`src/rtl/wlzd_pkg.sv`:
```
// Shared types and constants for the word LZ/RLE image decoder.
package wlzd_pkg;

    localparam int WORD_W   = 32;
    localparam int RUN_W    = 6;
    localparam int NRES_W   = 6;
    localparam int MAX_RES  = 35;
    localparam int MAX_RUN  = 32;
    localparam int CFG_IX_W = 3;

    typedef enum logic [1:0] {
        K_WORD  = 2'd0,
        K_DONE  = 2'd1,
        K_FAULT = 2'd2
    } t_kind;

    typedef enum logic [1:0] {
        TK_LIT  = 2'd0,
        TK_REP  = 2'd1,
        TK_REF  = 2'd2,
        TK_ZERO = 2'd3
    } t_tok;

    typedef enum logic [3:0] {
        PH_MAGIC   = 4'd0,
        PH_TEXC    = 4'd1,
        PH_CLUTC   = 4'd2,
        PH_TOKEN   = 4'd3,
        PH_LITERAL = 4'd4,
        PH_REPWORD = 4'd5,
        PH_REPEAT  = 4'd6,
        PH_BACKREF = 4'd7,
        PH_ZERO    = 4'd8
    } t_phase;

    typedef enum logic [2:0] {
        ST_TEX_HDR  = 3'd0,
        ST_TEX_PAY  = 3'd1,
        ST_CLUT_HDR = 3'd2,
        ST_CLUT_PAY = 3'd3,
        ST_COMPLETE = 3'd4
    } t_stage;

    typedef enum logic [2:0] {
        S_IDLE,
        S_PEND,
        S_RUN,
        S_HDR,
        S_BRW,
        S_FLUSH
    } t_seq;

    typedef enum logic [CFG_IX_W-1:0] {
        CFG_IN_COUNT  = 3'd0,
        CFG_TEX_DEST  = 3'd1,
        CFG_TEX_SIZE  = 3'd2,
        CFG_CLUT_DEST = 3'd3,
        CFG_CLUT_SIZE = 3'd4,
        CFG_COPY_CMD  = 3'd5,
        CFG_MAGIC     = 3'd6
    } t_cfg_ix;

    typedef struct packed {
        logic [WORD_W-1:0] in_count;
        logic [WORD_W-1:0] tex_dest;
        logic [WORD_W-1:0] tex_size;
        logic [WORD_W-1:0] clut_dest;
        logic [WORD_W-1:0] clut_size;
        logic [WORD_W-1:0] copy_cmd;
        logic [WORD_W-1:0] magic;
    } t_cfg;

    typedef struct packed {
        logic              push;
        logic              flush;
        t_kind             kind;
        logic [WORD_W-1:0] word;
    } t_res_req;

endpackage

```
`src/rtl/wlzd_out.sv`:
```
// Result hold stage and output register; marks the final result of an item.
module wlzd_out import wlzd_pkg::*; (
    input  logic              i_clk,
    input  logic              i_rst_n,
    input  t_res_req          i_req,
    output logic              o_take,
    output logic              o_out_valid,
    input  logic              i_out_ready,
    output logic [1:0]        o_result_kind,
    output logic [WORD_W-1:0] o_out_word,
    output logic              o_last
);

    logic              r_hv;
    t_kind             r_hk;
    logic [WORD_W-1:0] r_hw;
    logic              r_ov;
    t_kind             r_ok;
    logic [WORD_W-1:0] r_ow;
    logic              r_ol;
    logic              out_free;

    assign out_free = !r_ov || i_out_ready;
    assign o_take   = !r_hv || out_free;

    always_ff @(posedge i_clk) begin
        if (!i_rst_n) begin
            r_hv <= 1'b0;
            r_ov <= 1'b0;
        end else begin
            if (r_ov && i_out_ready) begin
                r_ov <= 1'b0;
            end
            if (i_req.push && o_take) begin
                // previous held result is known not to be last
                if (r_hv) begin
                    r_ov <= 1'b1;
                    r_ok <= r_hk;
                    r_ow <= r_hw;
                    r_ol <= 1'b0;
                end
                r_hv <= 1'b1;
                r_hk <= i_req.kind;
                r_hw <= i_req.word;
            end else if (i_req.flush && r_hv && out_free) begin
                r_ov <= 1'b1;
                r_ok <= r_hk;
                r_ow <= r_hw;
                r_ol <= 1'b1;
                r_hv <= 1'b0;
            end
        end
    end

    assign o_out_valid   = r_ov;
    assign o_result_kind = r_ok;
    assign o_out_word    = r_ow;
    assign o_last        = r_ol;

endmodule

```
`config.mk`:
```
export PLATFORM = sky130hd
export DESIGN_NAME = wlzd_out
export DESIGN_NICKNAME = d
export VERILOG_FILES = /design/src/rtl/wlzd_pkg.sv /design/src/rtl/wlzd_out.sv
export SDC_FILE = /design/constraint.sdc
export NUM_CORES = 1
export LEC_CHECK = 0
export BUFFER_PORTS_ARGS = -buffer_cell sky130_fd_sc_hd__buf_2
export CAP_MARGIN = 5
export CORE_MARGIN = 4
export CORE_UTILIZATION = 52
export DETAILED_ROUTE_END_ITERATION = 10
export PLACE_DENSITY = 0.86
export SETUP_SLACK_MARGIN = 0.02
export SKIP_LAST_GASP = 1
export SLEW_MARGIN = 20
export SYNTH_ARGS = -nofsm -noshare
export SYNTH_HDL_FRONTEND = slang
export SYNTH_SLANG_ARGS = --single-unit
```
`constraint.sdc`:
```
create_clock -name i_clk -period 5.1 [get_ports i_clk]
set_input_delay 0.255 -clock i_clk [delete_from_list [all_inputs] [get_ports i_clk]]
set_output_delay 0.255 -clock i_clk [all_outputs]
set_load 0.05 [all_outputs]
```
## Yosys cells after proc, flatten, opt, wreduce, memory -nomap -nowiden

Cells that the tools add are included.

- Word-level logic and storage cells: 34
- Bits in registers: 71

- Reduce and logical (&&, ||, !) cells: 11
- Eq/ne operators: 1
- Mux-type cells: 15

Operators with widths:

| operator | count |
|---|---|
| 32-bit 2-to-1 mux | 3 |
| 1-bit 2-to-1 mux | 9 |
| 2-bit 2-to-1 mux | 3 |
| 1-bit logical AND | 4 |
| 3-bit AND reduction | 1 |
| 1-bit zero test | 2 |
| 1-bit logical OR | 2 |
| 2-bit inequality test, second input constant | 1 |
| 2-bit AND reduction | 1 |
| 2-bit nonzero test | 1 |

## Depth between registers and ports, before layout

Gate-level depths: netlist (run 1).

- Depth in word-level cells: 6
- Mapped depth: 2
- Gate-level depth less buffers: 2

## Least setup slack after synthesis (run 1)

No wires, ideal clock.

- Path type: flip-flop to flip-flop
- Start point: register r_ov (netlist: o_out_valid)
- End point: register r_ol (netlist: o_last) (enable)
- Cell stages (with the launch flop): 3
- Arrival time: 2.081 ns
- Setup time: 0.421 ns
- Data required time: 4.679 ns
- Path buffers: 0
- Slack: 2.597 ns
- Cell sequence: dfxtp_1 nand2b_1 nor3b_2

- Word-level cells in the longest chain between the ends: 6
- Elaborated cells between the ends (all ways): 8
- Those cells by class: 1 x eq/ne; 7 x reduce/logical

RTL lines:

| element | RTL line | text |
|---|---|---|
| from (decl) | wlzd_out.sv:17 | `logic r_ov;` |
| from (signal assigned) | wlzd_out.sv:29 | `r_ov <= 1'b0;` |
| from (signal assigned) | wlzd_out.sv:32 | `r_ov <= 1'b0;` |
| from (signal assigned) | wlzd_out.sv:37 | `r_ov <= 1'b1;` |
| 1-bit zero test * | wlzd_out.sv:23 | `assign out_free = !r_ov \|\| i_out_ready;` |
| 1-bit logical OR * | wlzd_out.sv:23 |  |
| 1-bit logical OR | wlzd_out.sv:24 | `assign o_take = !r_hv \|\| out_free;` |
| 1-bit logical AND | wlzd_out.sv:34 | `if (i_req.push && o_take) begin` |
| 2-bit inequality test (no line) / 2-bit nonzero test (equally long branches) | n/a |  |
| 3-bit AND reduction (no line) * | n/a |  |
| to (signal assigned) | wlzd_out.sv:40 | `r_ol <= 1'b0;` |
| to (signal assigned) | wlzd_out.sv:49 | `r_ol <= 1'b1;` |
| to (decl) | wlzd_out.sv:20 | `logic r_ol;` |

Mark *: on every way between the ends. The rest lies on a longest branch, timed or not.
A chain may end at the register's enable or synchronous reset.

## Worst setup path in the final report (run 1)

- Start point: register r_hv
- End point: register r_ow[26] (netlist: o_out_word[26]) (enable)

- Word-level cells in the longest chain between the ends: 5
- Elaborated cells between the ends (all ways): 8
- Those cells by class: 1 x eq/ne; 7 x reduce/logical

RTL lines:

| element | RTL line | text |
|---|---|---|
| from (decl) | wlzd_out.sv:14 | `logic r_hv;` |
| from (signal assigned) | wlzd_out.sv:28 | `r_hv <= 1'b0;` |
| from (signal assigned) | wlzd_out.sv:42 | `r_hv <= 1'b1;` |
| from (signal assigned) | wlzd_out.sv:50 | `r_hv <= 1'b0;` |
| 1-bit zero test | wlzd_out.sv:24 |  |
| 1-bit logical OR | wlzd_out.sv:24 |  |
| 1-bit logical AND | wlzd_out.sv:34 |  |
| 2-bit inequality test (no line) / 2-bit nonzero test (equally long branches) | n/a |  |
| 3-bit AND reduction (no line) * | n/a |  |
| to (signal assigned) | wlzd_out.sv:39 | `r_ow <= r_hw;` |
| to (signal assigned) | wlzd_out.sv:48 | `r_ow <= r_hw;` |
| to (decl) | wlzd_out.sv:19 | `logic [WORD_W-1:0] r_ow;` |

Marks and branches as above.

==> summary.md, run 1 <==
| Metric | Value |
|---|---|
| Status | completed |
| Compound-Gate Fraction of Synth Area | 0.977% |
| Worst Skew | 0.00517 ns |
| Synth area leader | edfxtp_1 |
| # port buffers | 75 |
| Top FF cell, synth | edfxtp_1 |
| Syn Area/Cell | 26.5 um2 |
| Clk pin slew, worst setup/hold paths | 0.07 ns |
| Ys async rst share | 0% |
| First-pass GRT wire length | 5260 um |
| RD Place Congestion | 0.736 |
| Hold buffers post-CTS | 0 |
| GRT Overall Usage | 14.2% |
| Via count | 1026 |
| Worst VDD drop | 0.243 mV |
| Hold Path Class | input port to flip-flop |
| DRT antenna net count | 0 |
| Critical path's slowest cell | nor3b_4 |
| Register bit count reported by yosys | 71 |
| Gate power share | 5.6% |
| CTS H-tree depth | 3 |
| Setup ws final | 3.41 ns |
| Worst Tran Pin Value | 0.494 ns |
| Clock Sinks | 71 |
| Boundary Pins | 76 |
| Switching Fraction | 19.8% |
| Worst-skew pair later-pin latency | 0.32 ns |
| Crit end category | flip-flop |
| RSZ-0062 raised after global routing | false |
| PostCTS Resize Cnt | 0 |
| Final design utilization | 69.9% |
| Syn Std Cell Area | 2180 um2 |
| Core box area | 4030 um2 |
| Startpoint types | flip-flop |
| Die X | 72.7 um |
| Final setup TNS | 0 ns |
| DRT iter0 DRCs | 15 |
| Main combinational cell family by area after synthesis | simple AND/OR/NAND/NOR gates |
| Place WS | 3.38 ns |
| Leak | 1.09 nW |
| # rows | 23 |
| Drt total wl | 3260 um |
| Net count after synthesis | 121 |
| Normalized max-slew margin | 67.0% |
| Count leader, synth | edfxtp_1 |
| Post-CTS Setup Inserts | 0 |
| Initial core utilization | 54.0% |
| Post-synthesis adder-cell area fraction | 0% |
| Die Area | 5290 um2 |
| Global route overflow | 0 |
| CP Buf/Inv Count | 1 |
| Slew Viols, Final | 0 |
| Clock Power Share | 35.0% |
| Max stage delay on crit path | 0.46 ns |
| Chip Height | 72.7 um |
| Wire per inst | 14.5 um |
| Share of the synthesized area in the top cell type | 95.2% |
| Post-synthesis sequential area ratio | 97.0% |
| Main area contributors after synthesis | edfxtp_1 (95%), dfxtp_1 (1.8%), nor3b_2 (0.57%) |
| Critical Path RT | 5.09 ns |
| Hold slack final | 0.104 ns |
| Root Driver | clkbuf_8 |
| Worst Path Class, Setup | flip-flop to flip-flop |
| Max FO, Critical Path | 26 |
| Final setup viols | 0 |
| CTS max path bufs | 2 |
| Pwr Total | 1.13 mW |
| Drt via density | 4.56 |
| Yosys Warn Count | 0 |
| Share of cells above drive strength 1 | 52.0% |
| Final worst-path cycle share | 33.1% |
| Crit path depth | 3 |
| Diodes inserted | 0 |
| Number of synthesized flops with an enable pin | 69 |
| WP data arrival | 1.68 ns |
| Pin count of the biggest net entering global routing | 27 |
| Commonest cells in the netlist | edfxtp_1 (69), dfxtp_1 (2), inv_1 (2) |
| Nets | 209 |
| Worst R2R Path Depth | 3 |
| Psw | 0.223 mW |
| Num CTS Buffers | 9 |
| Tmin final | 1.69 ns |
| Synth Instances | 82 |
| Post-synthesis mux area share | 0% |
| Synth unique cells | 12 |
| PwrDens | 400 nW/um2 |
| Area grow syn2layout | 29.4% |
| Final Hold Fails | 0 |
| Worst path cell trace | o21ai_1 -> nor3b_4 -> buf_4 |
| Initial antenna violation count | 0 |
| Hold depth | 1 |
| Peak Freq | 593 MHz |
| Post-Synth XOR/XNOR Area | 0% |
| Max Cap Viol | 0 |
| Drt pass-1 iters | 4 |
| TritonCTS clock tree | yes |
| Reg power frac | 59.4% |
| # DRC | 0 |
| P_int | 0.903 mW |
| Vias in the first global route | 1116 |
| Simple-gate share of the synthesized area | 1.67% |
| Delay-heaviest family, CP | simple AND/OR/NAND/NOR gates |
| Post-DP HPWL | 2440 um |
==> per-stage QoR <==
stage / std cells / instance area (um2)
floorplan: 82 / 2180
global placement: 209 / 2640
detailed placement: 209 / 2640
CTS: 225 / 2820
global route: 225 / 2820
finish: 225 / 2820
==> power groups by stage <==
stage,logic [mW],registers (mW),clock network (mW)
after floorplan,0.00995,0.707,0
after global placement,0.0617,0.680,0
after detailed placement,0.0635,0.681,0
after CTS,0.0636,0.668,0.407
after global routing,0.0672,0.670,0.440
final,0.0629,0.668,0.394
==> metal layers <==
| metal | GRT usage [%] | part of all wire (%) |
|---|---|---|
| met1 | 14.8 | 34 |
| met2 | 21.8 | 53 |
| met3 | 10.1 | 11 |
| met4 | 6.15 | 1.4 |
| met5 | 0 | 0 |
==> sequential cells by signal, indices dropped and copies added, names as in the netlist <==
name and flops:
o_out_word 32, r_hw 32, o_result_kind 2, r_hk 2
o_last 1, o_out_valid 1, r_hv 1
==> worst reg2reg max path, cell delays in order, from the launching register on <==
cell and delay, ns:
dfxtp_1 0.35, o21ai_1 0.13, nor3b_4 0.46, buf_4 0.41
==> path summary, 6_finish.rpt <==
| check | endpoint | slack (ns) | start |
|---|---|---|---|
| hold reg to reg | o_out_word[10] | 0.42 | r_hw[10] |
| setup / recovery | o_out_word[26] | 3.41 | r_hv |
| hold / removal | r_hk[1] | 0.10 | i_req[33] |
| setup reg to reg | o_out_word[26] | 3.41 | r_hv |
==> cell type report <==
cell class | count | area (um2)
clock buffers | 11 | 131
clock inverters | 5 | 48.8
fillers | 275 | 1210
inverters | 2 | 7.51
multi-input cells | 9 | 63.8
flip-flops and latches | 71 | 2110
well taps | 50 | 62.6
repair buffers | 77 | 390
==> cells by family after synthesis <==
logic type / count (synthesis)
flops: 71
buf+inv: 2
simple gates: 5
compound gates: 4
==> cells in the final DEF, fill, tap and decap left out, types with 2 or more instances in the layout <==
master,synthesis,layout
clkbuf_8,0,9
buf_2,0,75
inv_1,2,2
clkbuf_1,0,2
buf_4,0,2
edfxtp_1,69,69
dfxtp_1,2,2
clkinv_2,0,3
Note: power is estimated with default switching activity, not from simulation.
==> inputs of run 2 (changes only) <==
--- a/config.mk
+++ b/config.mk
@@ -8,9 +8,9 @@
 export BUFFER_PORTS_ARGS = -buffer_cell sky130_fd_sc_hd__buf_2
 export CAP_MARGIN = 5
 export CORE_MARGIN = 4
-export CORE_UTILIZATION = 52
+export CORE_UTILIZATION = 48
 export DETAILED_ROUTE_END_ITERATION = 10
-export PLACE_DENSITY = 0.86
+export PLACE_DENSITY = 0.8
 export SETUP_SLACK_MARGIN = 0.02
 export SKIP_LAST_GASP = 1
 export SLEW_MARGIN = 20
==> constraint.sdc (replaced) <==
create_clock -name i_clk -period 1.59 [get_ports i_clk]
set_input_delay 0.0795 -clock i_clk [delete_from_list [all_inputs] [get_ports i_clk]]
set_output_delay 0.0795 -clock i_clk [all_outputs]
set_load 0.05 [all_outputs]
==> run 2 against run 1 <==
Against the previous run:
- setup slack lost 3.2 ns
- critical path depth grew 2
- clock power grew to 2.8 times the previous value
- sequential share of layout area shrank 8.5 points
==> summary.md, run 2 (synthesis gave the netlist of run 1 again) <==
| Metric | Value |
|---|---|
| Hold worst-path end | r_hv (was r_hk[1]) |
| Pin count of the biggest net entering global routing | 35 (was 27) |
| Hold slack final | 0.0149 ns (was 0.104 ns) |
| Vias in the first global route | 1298 (was 1116) |
| Tmin final | 1.37 ns |
| Worst path cell trace | dlygate4sd3_1 -> buf_2 -> o21ai_1 -> nor3b_4 -> buf_4 (was o21ai_1 -> nor3b_4 -> buf_4) |
| Cell Area, Placed | 2680 um2 (was 2640 um2) |
| Final Hold Fails | 0 (unchanged) |
| Clk pin slew, worst setup/hold paths | 0.06 ns (was 0.07 ns) |
| Die Area | 5680 um2 (was 5290 um2) |
| CTS H-tree depth | 3 (unchanged) |
| Leak | 1.23 nW (was 1.09 nW) |
| R2R Path End | o_out_word[3] (was o_out_word[26]) |
| Wire per inst | 14.5 um (about the same) |
| CP Buf/Inv Count | 3 (was 1) |
| Final instance area | 3180 um2 (was 2820 um2) |
| Worst VDD drop | 0.689 mV (was 0.243 mV) |
| Chip Height | 75.3 um (was 72.7 um) |
| TritonCTS clock tree | yes (unchanged) |
| Multi-input logic area | 76.3 um2 (was 63.8 um2) |
| Commonest non-fill, non-tap cell in the layout | buf_2 (unchanged) |
| CTS max path bufs | 2 (unchanged) |
| Cell Count, Final, Fillers Out | 263 (was 225) |
| Delay-heaviest family, CP | buffers and inverters (was simple AND/OR/NAND/NOR gates) |
| Worst Skew | 0.00599 ns (was 0.00517 ns) |
| Min-Delay Startpoint | i_rst_n (was i_req[33]) |
| Max FO, Critical Path | 22 (was 26) |
| Worst Path Class, Setup | input port to flip-flop (was flip-flop to flip-flop) |
| Post-DP HPWL | 2450 um (was 2440 um) |
| Crit. Startpoint | i_req[34] (was r_hv) |
| DRT iter0 DRCs | 98 (was 15) |
| Num CTS Buffers | 9 (unchanged) |
| Final worst-path cycle share | 86.1% |
| Clock Sinks | 71 (unchanged) |
| Area grow syn2layout | 46.1% (was 29.4%) |
| Critical path's slowest cell | dlygate4sd3_1 (was nor3b_4) |
| Max stage delay on crit path | 0.52 ns (was 0.46 ns) |
| Pwr Total | 3.54 mW (was 1.13 mW) |
| Boundary Pins | 76 (unchanged) |
| Normalized max-slew margin | 80.6% (was 67.0%) |
| Share of cells above drive strength 1 | 44.1% (was 52.0%) |
| Reg2Reg Setup Slack | 0.23 ns (was 3.41 ns) |
| Worst-skew pair later-pin latency | 0.32 ns (about the same) |
| Max Cap Viol | 0 (unchanged) |
| Most frequent cells in the layout | buf_2 (75), edfxtp_1 (69), dlygate4sd3_1 (35), clkbuf_8 (9), clkbuf_1 (4) (was buf_2 (75), edfxtp_1 (69), clkbuf_8 (9), clkinv_2 (3)) |
| Startpoint types | input port (was flip-flop) |
| FILL cells | 279 (was 275) |
| Global route overflow | 0 (unchanged) |
| # DRC | 0 (unchanged) |
| Drt via density | 4.54 (was 4.56) |
| Hold Path Class | input port to flip-flop (unchanged) |
| Via count | 1194 (was 1026) |
| Drt total wl | 3810 um (was 3260 um) |
| Initial core utilization | 49.7% (was 54.0%) |
| Nets | 246 (was 209) |
| Initial antenna violation count | 0 (unchanged) |
| Drt pass-1 iters | 4 (unchanged) |
| Area taken by flip-flops and latches | 2120 um2 (was 2110 um2) |
| Peak Freq | 731 MHz |
| WP data arrival | 1.37 ns (was 1.68 ns) |
| Status | completed (unchanged) |
| GRT Overall Usage | 14.6% (was 14.2%) |
| Worst Tran Pin Value | 0.290 ns (was 0.494 ns) |
| First-pass GRT wire length | 5860 um (was 5260 um) |
| Root Driver | clkbuf_8 (unchanged) |
| # rows | 24 (was 23) |
| Critical Path RT | 1.59 ns (was 5.09 ns) |
| PostCTS Resize Cnt | 0 (unchanged) |
| Worst R2R Path Depth | 3 (unchanged) |
| Placed cell count | 213 (was 209) |
| DRT antenna net count | 0 (unchanged) |
| Post-CTS Setup Inserts | 0 (unchanged) |
| RD Place Congestion | 0.703 (was 0.736) |
| Hold buffers post-CTS | 35 (was 0) |
| Core box area | 4380 um2 (was 4030 um2) |
| Die X | 75.3 um (was 72.7 um) |
| PwrDens | 1110 nW/um2 (was 400 nW/um2) |
| Slew Viols, Final | 0 (unchanged) |
| Hold depth | 3 (was 1) |
| Final setup viols | 0 (unchanged) |
| RSZ-0062 raised after global routing | false (unchanged) |
| R2r startpoint | r_hv (unchanged) |
| Crit end category | flip-flop (unchanged) |
| # port buffers | 75 (unchanged) |
| Diodes inserted | 0 (unchanged) |
## run 2: worst max path at each step
stage | end | slack, ns | cells after the start
final | o_out_word[3] | 0.22 | 5
after global routing | o_out_word[8] | 0.09 | 3
after CTS | o_out_word[28] | 0.21 | 3
after detailed placement | o_out_word[6] | 0.22 | 3
after global placement | o_out_word[10] | 0.31 | 3
after floorplan | o_last | -0.27 | 2
## run 2: per-stage QoR
stage / TNS (ns) / utilization [%] / setup WS [ns]
floorplan: -12.80 / - / -0.267
global placement: 0 / 61.2 / 0.312
detailed placement: 0 / 61.2 / 0.217
CTS: 0 / 72.5 / 0.207
global route: 0 / 72.5 / 0.0916
finish: 0 / 72.5 / 0.221
## run 2: worst min-delay path: stages
cell     delay (ns)
buf_2          0.11
o21ai_0        0.06
a31oi_1        0.04
## run 2: power breakdown
group	switching [mW]	internal [mW]	total [mW]
Clock	0.563	0.552	1.12
Sequential	0.0177	2.13	2.14
Combinational	0.158	0.121	0.280
## run 2: layout make-up
cell class	instances	area share, %
Sequential cell	71	66.5
Timing Repair Buffer	114	24.2
Clock buffer	13	4.37
Multi-Input combinational cell	9	2.40
Tap cell	52	2.05
Clock inverter	2	0.275
Inverter	2	0.236
## run 2: metal layers
metal / routed length (um) / GRT usage (%)
met5: 0 / 0
met4: 40 / 7.57
met3: 399 / 4.22
met2: 1890 / 25.0
met1: 1480 / 16.7
